--- config.mk ---
export PLATFORM = sky130hd
export DESIGN_NAME = ctcg_front
export DESIGN_NICKNAME = d
export VERILOG_FILES = /design/src/sv/ctcg_pkg.sv /design/src/sv/ctcg_front.sv
export SDC_FILE = /design/constraint.sdc
export NUM_CORES = 2
export LEC_CHECK = 0
export ABC_AREA = 1
export ABC_CLOCK_PERIOD_IN_PS = 9490
export BUFFER_PORTS_ARGS = -buffer_cell sky130_fd_sc_hd__buf_4
export CAP_MARGIN = 20
export CORE_MARGIN = 1.5
export CORE_UTILIZATION = 55
export CTS_CLUSTER_DIAMETER = 50
export DETAILED_ROUTE_END_ITERATION = 8
export HOLD_SLACK_MARGIN = 0.1
export PLACE_DENSITY = 0.84
export SETUP_SLACK_MARGIN = 0.2
export SYNTH_ARGS = -nofsm -noshare
export SYNTH_HDL_FRONTEND = slang
export SYNTH_SLANG_ARGS = --single-unit
--- constraint.sdc ---
create_clock -name clock -period 9.49 [get_ports clock]
set_input_delay 2.847 -clock clock [delete_from_list [all_inputs] [get_ports clock]]
set_output_delay 2.847 -clock clock [all_outputs]
set_load 0.1 [all_outputs]
--- src/sv/ctcg_pkg.sv ---
`timescale 1ns / 1ps
`default_nettype none

package ctcg_pkg;

   // Field and register widths
   localparam int DATA_W      = 32;
   localparam int CFG_LEN_W   = 21;
   localparam int CSR_INDEX_W = 2;

   // Register indexes of the configuration port
   localparam logic [CSR_INDEX_W-1:0] CSR_SAMPLES_PER_CHUNK  = 2'd0;
   localparam logic [CSR_INDEX_W-1:0] CSR_SPACING_RECIPROCAL = 2'd1;

   // Register reset values
   localparam logic [CFG_LEN_W-1:0] SAMPLES_PER_CHUNK_RESET  = 21'd1024;
   localparam logic [DATA_W-1:0]    SPACING_RECIPROCAL_RESET = 32'd65536;

   // Chunk length limits
   localparam int MIN_CHUNK_SAMPLES         = 5;
   localparam int MAX_CHUNK_SAMPLES_DEFAULT = 1048576;

   // Result queue sizing: the final sample of a chunk yields four results, and
   // every sample still in the slope pipeline may need room for four more
   localparam int MAX_RESULTS   = 4;
   localparam int PUSH_CNT_W    = $clog2(MAX_RESULTS + 1);
   localparam int FRONT_STAGES  = 4;
   localparam int QUEUE_DEPTH   = 32;
   localparam int QUEUE_PTR_W   = $clog2(QUEUE_DEPTH);
   localparam int QUEUE_CNT_W   = $clog2(QUEUE_DEPTH + 1);
   localparam int STALL_LEVEL   = QUEUE_DEPTH - MAX_RESULTS * (FRONT_STAGES + 1);

   // Saturation
   localparam int SAT_IN_W = 68;
   localparam logic signed [DATA_W-1:0] DATA_MAX = 32'sh7FFF_FFFF;
   localparam logic signed [DATA_W-1:0] DATA_MIN = 32'sh8000_0000;

   // One segment: both end samples and both end slopes
   typedef struct packed {
      logic signed [DATA_W-1:0] w;
      logic signed [DATA_W-1:0] w_next;
      logic signed [DATA_W-1:0] z;
      logic signed [DATA_W-1:0] z_next;
      logic                     last;
   } seg_type;

   // Segments handed from the slope pipeline to the queue in one cycle
   typedef struct packed {
      logic [PUSH_CNT_W-1:0]        count;
      seg_type [MAX_RESULTS-1:0]    seg;
   } front_out_type;

   // One result beat
   typedef struct packed {
      logic signed [DATA_W-1:0] value;
      logic signed [DATA_W-1:0] slope;
      logic signed [DATA_W-1:0] square;
      logic signed [DATA_W-1:0] cube;
      logic signed [DATA_W-1:0] deriv_const;
      logic signed [DATA_W-1:0] deriv_linear;
      logic signed [DATA_W-1:0] deriv_square;
      logic                     last;
   } coef_type;

   // Clamp a wide signed value to the 32-bit signed range
   function automatic logic signed [DATA_W-1:0] sat_data(input logic signed [SAT_IN_W-1:0] v);
      logic hi_ones;
      logic hi_zeros;
      hi_ones  = &v[SAT_IN_W-1:DATA_W-1];
      hi_zeros = ~|v[SAT_IN_W-1:DATA_W-1];
      if (hi_ones || hi_zeros) begin
         return v[DATA_W-1:0];
      end else if (v[SAT_IN_W-1]) begin
         return DATA_MIN;
      end else begin
         return DATA_MAX;
      end
   endfunction

endpackage

`default_nettype wire

--- src/sv/ctcg_front.sv ---
`timescale 1ns / 1ps
`default_nettype none

module ctcg_front #(
   parameter int MAX_CHUNK_SAMPLES = ctcg_pkg::MAX_CHUNK_SAMPLES_DEFAULT
) (
   input  logic                                 clock,
   input  logic                                 reset,
   input  logic                                 in_beat,
   input  logic signed [ctcg_pkg::DATA_W-1:0]   in_sample,
   input  logic [ctcg_pkg::CFG_LEN_W-1:0]       chunk_len,
   output ctcg_pkg::front_out_type              push
);
   import ctcg_pkg::*;

   localparam int LEN_CLOG = $clog2(MAX_CHUNK_SAMPLES + 1);
   localparam int LEN_W    = (LEN_CLOG > CFG_LEN_W) ? LEN_CLOG : CFG_LEN_W;
   localparam int POS_W    = $clog2(MAX_CHUNK_SAMPLES);

   // Five-point numerator and its quarter
   localparam int FIVE_W = DATA_W + 5;
   localparam int Q4_W   = FIVE_W - 2;
   localparam int LO_W   = 16;
   localparam int HI_W   = Q4_W - LO_W;
   // Divide by three of the upper part, made non-negative by a multiple of three
   localparam int HU_W     = HI_W + 1;
   localparam int HU_SHIFT = HU_W + 1;
   localparam int QU_W     = 2 * HU_W - HU_SHIFT;
   localparam int QH_W     = QU_W + 1;
   // Divide by three of remainder and lower part
   localparam int T_W     = LO_W + 2;
   localparam int T_SHIFT = T_W + 1;
   localparam int HALF_W  = DATA_W + 2;
   localparam int DIFF_W  = DATA_W + 1;

   localparam logic signed [FIVE_W-1:0] FIVE_BIAS  = 6;
   localparam logic signed [HALF_W-1:0] HALF_ONE   = 1;
   localparam logic [HU_W-1:0]          HU_OFFSET  = HU_W'(3 * (1 << (HI_W - 1)));
   localparam logic [HU_W-1:0]          HU_RECIP   = HU_W'(((1 << HU_SHIFT) + 2) / 3);
   localparam logic [T_W-1:0]           T_RECIP    = T_W'(((1 << T_SHIFT) + 2) / 3);
   localparam logic [QH_W-1:0]          QH_BIAS    = QH_W'(1 << (HI_W - 1));

   typedef enum logic [2:0] {
      KIND_NONE,
      KIND_FIRST,
      KIND_HALF,
      KIND_FIVE,
      KIND_FINAL
   } kind_type;

   // Build one segment record
   function automatic seg_type make_seg(input logic signed [DATA_W-1:0] w,
                                        input logic signed [DATA_W-1:0] w_next,
                                        input logic signed [DATA_W-1:0] z,
                                        input logic signed [DATA_W-1:0] z_next,
                                        input logic last);
      seg_type s;
      s.w      = w;
      s.w_next = w_next;
      s.z      = z;
      s.z_next = z_next;
      s.last   = last;
      return s;
   endfunction

   // Window, position and first stage
   logic signed [DATA_W-1:0] win_ff [5];
   logic [POS_W-1:0]         pos_ff;
   logic [POS_W-1:0]         pos_in;
   kind_type                 kind_in;
   kind_type                 f1_kind_ff;
   logic                     f1_valid_ff;

   logic [LEN_W-1:0] len_ext;
   logic [LEN_W-1:0] n_eff;
   logic             is_final;

   // Classify the incoming sample by its place in the chunk
   always_comb begin
      len_ext = LEN_W'(chunk_len);
      if (len_ext < LEN_W'(MIN_CHUNK_SAMPLES)) begin
         n_eff = LEN_W'(MIN_CHUNK_SAMPLES);
      end else if (len_ext > LEN_W'(MAX_CHUNK_SAMPLES)) begin
         n_eff = LEN_W'(MAX_CHUNK_SAMPLES);
      end else begin
         n_eff = len_ext;
      end
      is_final = LEN_W'(pos_ff) >= (n_eff - LEN_W'(1));
      pos_in   = is_final ? '0 : pos_ff + POS_W'(1);
      if (is_final) begin
         kind_in = KIND_FINAL;
      end else if (pos_ff < POS_W'(2)) begin
         kind_in = KIND_NONE;
      end else if (pos_ff == POS_W'(2)) begin
         kind_in = KIND_FIRST;
      end else if (pos_ff == POS_W'(3)) begin
         kind_in = KIND_HALF;
      end else begin
         kind_in = KIND_FIVE;
      end
   end

   // Shift the window on every accepted beat
   always_ff @(posedge clock) begin
      if (reset) begin
         for (int i = 0; i < 5; i++) begin
            win_ff[i] <= '0;
         end
         pos_ff      <= '0;
         f1_valid_ff <= 1'b0;
         f1_kind_ff  <= KIND_NONE;
      end else begin
         f1_valid_ff <= in_beat;
         if (in_beat) begin
            for (int i = 4; i > 0; i--) begin
               win_ff[i] <= win_ff[i-1];
            end
            win_ff[0]  <= in_sample;
            pos_ff     <= pos_in;
            f1_kind_ff <= kind_in;
         end
      end
   end

   // Stage two: differences and the five-point numerator
   logic                     f1_final;
   logic signed [FIVE_W-1:0] five_num;
   logic signed [FIVE_W-1:0] five_q4;
   logic signed [HALF_W-1:0] half_sum;
   logic signed [HALF_W-1:0] half_q;
   logic signed [DIFF_W-1:0] diff_v;

   always_comb begin
      f1_final = (f1_kind_ff == KIND_FINAL);
      five_num = FIVE_W'(win_ff[4]) - FIVE_W'(win_ff[0])
               + ((FIVE_W'(win_ff[1]) - FIVE_W'(win_ff[3])) <<< 3) + FIVE_BIAS;
      five_q4  = five_num >>> 2;
      if (f1_final) begin
         half_sum = HALF_W'(win_ff[0]) - HALF_W'(win_ff[2]) + HALF_ONE;
         diff_v   = DIFF_W'(win_ff[0]) - DIFF_W'(win_ff[1]);
      end else begin
         half_sum = HALF_W'(win_ff[1]) - HALF_W'(win_ff[3]) + HALF_ONE;
         diff_v   = DIFF_W'(win_ff[1]) - DIFF_W'(win_ff[2]);
      end
      half_q = half_sum >>> 1;
   end

   logic signed [DATA_W-1:0] f2_s_ff [4];
   logic [Q4_W-1:0]          f2_q4_ff;
   logic signed [DATA_W-1:0] f2_half_ff;
   logic signed [DATA_W-1:0] f2_diff_ff;
   kind_type                 f2_kind_ff;
   logic                     f2_valid_ff;

   always_ff @(posedge clock) begin
      if (reset) begin
         f2_valid_ff <= 1'b0;
      end else begin
         f2_valid_ff <= f1_valid_ff;
      end
      for (int i = 0; i < 4; i++) begin
         f2_s_ff[i] <= win_ff[i];
      end
      f2_q4_ff   <= Q4_W'(five_q4);
      f2_half_ff <= sat_data(SAT_IN_W'(half_q));
      f2_diff_ff <= sat_data(SAT_IN_W'(diff_v));
      f2_kind_ff <= f1_kind_ff;
   end

   // Stage three: upper part of the divide by three
   logic signed [HI_W-1:0] f2_hi;
   logic [HU_W-1:0]        hu;
   logic [2*HU_W-1:0]      hu_prod;
   logic [QU_W-1:0]        qu;
   logic [HU_W-1:0]        hu_rem;

   always_comb begin
      f2_hi   = f2_q4_ff[Q4_W-1:LO_W];
      hu      = HU_W'(f2_hi) + HU_OFFSET;
      hu_prod = (2*HU_W)'(hu) * (2*HU_W)'(HU_RECIP);
      qu      = hu_prod[2*HU_W-1:HU_SHIFT];
      hu_rem  = hu - (HU_W'(qu) + (HU_W'(qu) << 1));
   end

   logic [QU_W-1:0]          f3_qu_ff;
   logic [1:0]               f3_rh_ff;
   logic [LO_W-1:0]          f3_lo_ff;
   logic signed [DATA_W-1:0] f3_s_ff [4];
   logic signed [DATA_W-1:0] f3_half_ff;
   logic signed [DATA_W-1:0] f3_diff_ff;
   kind_type                 f3_kind_ff;
   logic                     f3_valid_ff;

   always_ff @(posedge clock) begin
      if (reset) begin
         f3_valid_ff <= 1'b0;
      end else begin
         f3_valid_ff <= f2_valid_ff;
      end
      f3_qu_ff <= qu;
      f3_rh_ff <= hu_rem[1:0];
      f3_lo_ff <= f2_q4_ff[LO_W-1:0];
      for (int i = 0; i < 4; i++) begin
         f3_s_ff[i] <= f2_s_ff[i];
      end
      f3_half_ff <= f2_half_ff;
      f3_diff_ff <= f2_diff_ff;
      f3_kind_ff <= f2_kind_ff;
   end

   // Stage four: lower part of the divide, then join and saturate
   logic [T_W-1:0]           t_val;
   logic [2*T_W-1:0]         t_prod;
   logic [LO_W-1:0]          ql;
   logic [QH_W-1:0]          qh;
   logic signed [DATA_W-1:0] five_z;

   always_comb begin
      t_val  = {f3_rh_ff, f3_lo_ff};
      t_prod = (2*T_W)'(t_val) * (2*T_W)'(T_RECIP);
      ql     = t_prod[T_SHIFT+LO_W-1:T_SHIFT];
      qh     = QH_W'(f3_qu_ff) - QH_BIAS;
      five_z = sat_data(SAT_IN_W'(signed'({qh, ql})));
   end

   logic signed [DATA_W-1:0] f4_five_ff;
   logic signed [DATA_W-1:0] f4_s_ff [4];
   logic signed [DATA_W-1:0] f4_half_ff;
   logic signed [DATA_W-1:0] f4_diff_ff;
   kind_type                 f4_kind_ff;
   logic                     f4_valid_ff;

   always_ff @(posedge clock) begin
      if (reset) begin
         f4_valid_ff <= 1'b0;
      end else begin
         f4_valid_ff <= f3_valid_ff;
      end
      f4_five_ff <= five_z;
      for (int i = 0; i < 4; i++) begin
         f4_s_ff[i] <= f3_s_ff[i];
      end
      f4_half_ff <= f3_half_ff;
      f4_diff_ff <= f3_diff_ff;
      f4_kind_ff <= f3_kind_ff;
   end

   // Form segments and track the previous slope
   logic signed [DATA_W-1:0] slope_prev_ff;
   logic signed [DATA_W-1:0] slope_prev_in;

   always_comb begin
      push          = '0;
      slope_prev_in = slope_prev_ff;
      if (f4_valid_ff) begin
         unique case (f4_kind_ff)
            KIND_NONE: begin
            end
            KIND_FIRST: begin
               slope_prev_in = f4_diff_ff;
            end
            KIND_HALF: begin
               push.count    = PUSH_CNT_W'(1);
               push.seg[0]   = make_seg(f4_s_ff[3], f4_s_ff[2], slope_prev_ff,
                                        f4_half_ff, 1'b0);
               slope_prev_in = f4_half_ff;
            end
            KIND_FIVE: begin
               push.count    = PUSH_CNT_W'(1);
               push.seg[0]   = make_seg(f4_s_ff[3], f4_s_ff[2], slope_prev_ff,
                                        f4_five_ff, 1'b0);
               slope_prev_in = f4_five_ff;
            end
            KIND_FINAL: begin
               // flush the last four segments of the chunk
               push.count    = PUSH_CNT_W'(MAX_RESULTS);
               push.seg[0]   = make_seg(f4_s_ff[3], f4_s_ff[2], slope_prev_ff,
                                        f4_five_ff, 1'b0);
               push.seg[1]   = make_seg(f4_s_ff[2], f4_s_ff[1], f4_five_ff,
                                        f4_half_ff, 1'b0);
               push.seg[2]   = make_seg(f4_s_ff[1], f4_s_ff[0], f4_half_ff,
                                        f4_diff_ff, 1'b0);
               push.seg[3]   = make_seg(f4_s_ff[0], f4_s_ff[0], f4_diff_ff,
                                        '0, 1'b1);
               slope_prev_in = f4_diff_ff;
            end
            default: begin
            end
         endcase
      end
   end

   always_ff @(posedge clock) begin
      if (reset) begin
         slope_prev_ff <= '0;
      end else begin
         slope_prev_ff <= slope_prev_in;
      end
   end

endmodule

`default_nettype wire

# --- After elaboration in Yosys (flattened, before gate mapping) ---
# Memory sizes are Yosys's and may differ from the RTL's.
# Cells that the tools add are included.
op_classes:
  add_sub_neg: 16
  n_mul: 2
  n_lt_le_gt_ge: 4
  n_eq_ne: 7
  muxes: 30
  n_bitwise: 5
  n_reduce_logical: 17
ops:
  columns: ["operator", "count"]
  rows:
  - ["$mux 519", 1]
  - ["$mux 387", 1]
  - ["$mux 32", 11]
  - ["$pmux 129 s2", 1]
  - ["$sub 32x32->33", 6]
  - ["$pmux 32 s3", 1]
  - ["$add 33x2->34 const B", 2]
  - ["$mux 21", 2]
  - ["$eq 20x2->1 const B", 2]
  - ["$mul 20x20->40 const B", 1]
  - ["$add 33x36->37", 1]
  - ["$add 37x4->37 const B", 1]
  - ["$mul 18x18->35 const B", 1]
  - ["$mux 34", 1]
  - ["$mux 33", 1]
  - ["$ge 20x21->1", 1]
  - ["$gt 21x21->1 const B", 1]
  - ["$lt 21x3->1 const B", 1]
  - ["$sub 21x1->21 const B", 1]
  - ["$add 19x19->20 const B", 1]
  - ["$add 20x1->20 const B", 1]
  - ["$lt 20x2->1 const B", 1]
  - ["$mux 20", 1]
  - ["$sub 19x19->20 const B", 1]
  - ["other kinds (16)", 39]
word_totals:
  register_bits: 364
  ramBits: 544
  input_bits: 56
  word_cells: 106
  n_memories: 4
mem_list:
  columns: ["memory", "words", "word_bits", "rd", "rd_ports_with_merged_regs", "write_ports", "line", "text"]
  rows:
  - ["win_ff", 5, 32, 5, 0, 5, "ctcg_front.sv:67", "logic signed [DATA_W-1:0] win_ff [5];"]
  - ["f2_s_ff", 4, 32, 4, 0, 4, "ctcg_front.sv:148", "logic signed [DATA_W-1:0] f2_s_ff [4];"]
  - ["f3_s_ff", 4, 32, 4, 0, 4, "ctcg_front.sv:188", "logic signed [DATA_W-1:0] f3_s_ff [4];"]
  - ["f4_s_ff", 4, 32, 4, 0, 4, "ctcg_front.sv:227", "logic signed [DATA_W-1:0] f4_s_ff [4];"]

# --- Logic depth before layout (Yosys ltp) ---
# An unclocked memory read counts as a cell.
logic_depth:
  depth_word: 8
  mapped_depth: 32

# --- Least setup slack after synthesis ---
# Ideal clock, no wire load.
synth_path:
  path_kind: "register -> output"
  start: "reg f4_kind_ff[2]"
  end: "out push[420] (netlist bit)"
  arrival_time_ns: 4.494
  setup_slack_ns: 2.149
  path_stages_with_launch: 10
  path_buffers: 3
  cell_sequence: "dfxtp_1 inv_1 nor3_2 inv_1 nor2_1 inv_2 clkbuf_1 clkbuf_1 nor2_1 buf_4"
synth_lines:
  columns: ["item", "line", "text"]
  rows:
  - ["from (decl)", "ctcg_front.sv:230", "kind_type f4_kind_ff;"]
  - ["from (signal assigned)", "ctcg_front.sv:245", "f4_kind_ff <= f3_kind_ff;"]
  - ["to (decl)", "ctcg_front.sv:12", "output ctcg_pkg::front_out_type push"]

==> results.md <==
* Multi-input logic area at 30900 um^2
* Post-DR vias/cell at 5.47
* Die W at 326 um
* Max-cap check violation count at 0
* IO Pins at 575
* Tightest Hold Check Type: reg -> reg
* Adder-Cell Fraction of Synth Area at 23.7%
* CTS Sinks at 908
* Total CTS buffers at 101
* Req. time, crit path at 6640 ps
* Cell variety after synth at 50
* Yosys top cell area share at 26.1%
* CTS tree: built
* Avg Inst Size Synth at 7.99 um^2
* DRC at 0
* FP Rows at 118
* WL met3 at 17700 um
* CP max FO at 65
* Final setup violation count at 0
* Synthesized area at 57400 um^2
* Post-synthesis sequential area ratio at 34.5%
* # resized after CTS at 0
* Main combinational cell family by area after synthesis: adder cells
* Critical path class: reg -> out
* Slew @ Worst Pin at 1120 ps
* DR WL met2 at 97900 um
* Peak per-stage delay on the critical path at 560 ps
* Total gr overflow at 0
* Top FF cell, synth: dfxtp_1
* Leading area contributor after synthesis: dfxtp_1
* Multiplexer share of the synthesized area at 0%
* Routability Congestion at 1.10
* Area contributors post-synth: dfxtp_1 26%, ha_1 13%, fa_1 11%, nand2_1 9.2%, inv_1 8.4%
* Core area at 103000 um^2
* Initial Util at 55.5%
* Critical path data arrival time at 4010 ps
* Vias at 49400
* Antenna violations before repair at 8
* Top sig layer: met5
* Cell area after layout at 65200 um^2
* Iteration-0 DRC Markers at 4637
* Total Routing Usage GR at 38.9%
* Final hold violation count at 0
* CP endpoint kind: primary output
* Ys async rst share at 0%
* HPWL after DPL at 172000 um
* H-tree Lvls at 3
* Clk slew on worst S/H paths at 70 ps
* Flops & latches, synth at 908
* Port bufs at 538
* Pre-Repair DR Iteration Count at 6
* First-pass GRT wire length at 306000 um
* Crit path launch type: flop
* Sequential cell area at 19800 um^2
* Layout Nets at 8513
* Slew HR at 25.2%
* ANT nets after route at 0
* RSZ-0062 raised after global routing: no
* Gate Count Post-Synth at 7180
* Final non-filler cell total at 9021
* Synth warn at 0
* Sum of routed wire length over all layers at 210000 um
* Max clock buf depth at 3
* Slew Viols, Final at 0
* Postcts setup bufs at 0
* Number of synthesized flops with an enable pin at 160
* Synth Area in Simple Gates at 19.4%
* Status: finished clean
* Die height at 326 um
* Post-synthesis compound-gate area fraction at 8.13%
* Layout area overhead at 13.5%
* DP Cell Count at 8831
* Max Freq at 146 MHz
* Fin crit period at 6850 ps
* Synth Area in XOR/XNOR at 2.21%
* CP most frequent cell: buf_4
* Clock Skews at 59.6 ps
* Final period util at 72.2%
* Largest net degree at the start of global routing at 103
* Root buffer cell: clkbuf_16
* Clk_lat worst skew at 730 ps
* Layout cell share with drive strength beyond 1 at 10.8%
* Die area at 106000 um^2
* FILL cells at 8840
* Critical-path cell list: buf_4 > inv_4 > nor2_1 > clkinv_2 > buf_4 > nor2_1 > buf_4
* Sum Neg Setup Slack at 0 ps
* Drt wl/cell at 23.3 um
* Metal-1 WL at 79300 um
* Number of hold buffers added after cts at 0
* Vias in the first global route at 49400
* Slowest CP cell: clkinv_2
* DP Area at 61500 um^2
* Hold Slack at 320 ps
through the flow:
stage | setup WS, ps | utilization [%]
after floorplan | 2150 | -
after global placement | 2990 | 59.4
after detailed placement | 2950 | 59.4
after CTS | 2430 | 62.9
after global routing | 2460 | 62.9
final | 2640 | 63.0
layer usage:
| layer | vias up | GRT usage [%] |
|---|---|---|
| li1 | 23000 | - |
| met1 | 23200 | 46.3 |
| met2 | 2510 | 64.9 |
| met3 | 631 | 7.79 |
| met4 | 4 | 23.3 |
| met5 | - | 0 |
cell families (layout without fill, tap and decap cells):
family	Yosys count	in the layout
AOI/OAI and AO/OA	850	850
other	1	39
and+or+nand+nor	2749	2749
buffers and inverters	1625	2048
xor gates and xnor gates	145	145
adders and majority gates	902	902
DFF	908	908
flip-flops by register name, summed over array words and instances (netlist names), 2 cells and up:
register and count:
f2_kind_ff 3, f4_kind_ff 3, f3_qu_ff 19, f3_s_ff 128, f4_diff_ff 32, win_ff 160
f4_five_ff 32, pos_ff 20, f2_s_ff 128, f3_diff_ff 32, f2_half_ff 32, f3_lo_ff 16
f4_s_ff 128, f2_diff_ff 32, f3_half_ff 32, f3_rh_ff 2, f4_half_ff 32, f2_q4_ff 35
slope_prev_ff 32, f3_kind_ff 3, f1_kind_ff 3
worst max-delay path: cells and delay by family, from the launching register on:
kind / cells / cell delay, ps
buf+inv: 5 / 2200
simple gates: 2 / 740
flops: 1 / 320
synth_stat cells (all sizes together) (6+ instances only):
library cell and n:
xor2 101, o21bai 39, a21oi 408, nand4 53, a211oi 6, inv 1302
o21a 24, xnor2 44, o22ai 32, o21ai 256, o211ai 9, nor2 937
fa 308, a21boi 8, clkbuf 101, a31oi 28, nand3 209, nand3b 21
or2 6, dfxtp 748, nand2 1433, a221oi 7, nor3 60, nor4 20
buf 222, ha 594, a21o 27, and3 8, edfxtp 160
cell type report:
type,count,area share (%)
antenna,3,0.0115
clock buffer,126,4.35
clock inverter,60,1.26
inverter,1302,7.53
multi-input combinational,4682,47.4
sequential,908,30.4
tap,1380,2.65
timing repair buffer,560,6.48
worst paths after layout:
check                          from                     end  slack (ps)  cells past startpoint
max          f4_valid_ff$_SDFF_PP0_               push[438]        2640                      7
min          f3_diff_ff[14]$_DFF_P_  f4_diff_ff[14]$_DFF_P_         320                      0
max reg2reg    f2_q4_ff[25]$_DFF_P_     f3_rh_ff[1]$_DFF_P_        2940                     28
min reg2reg  f3_diff_ff[14]$_DFF_P_  f4_diff_ff[14]$_DFF_P_         320                      0
layout by cell type, fill, tap and decap left out, types with 205 or more instances in the layout:
cell type / Yosys / final
inv_1: 1288 / 1285
fa_1: 308 / 308
ha_1: 594 / 594
nor2_1: 919 / 917
buf_4: 199 / 559
dfxtp_1: 748 / 748
o21ai_0: 250 / 250
nand3_1: 205 / 205
a21oi_1: 406 / 405
nand2_1: 1405 / 1405
Power is left out: the tool's default activity adds up to more than one toggle a clock period on the data nets, which glitch-free logic cannot reach.
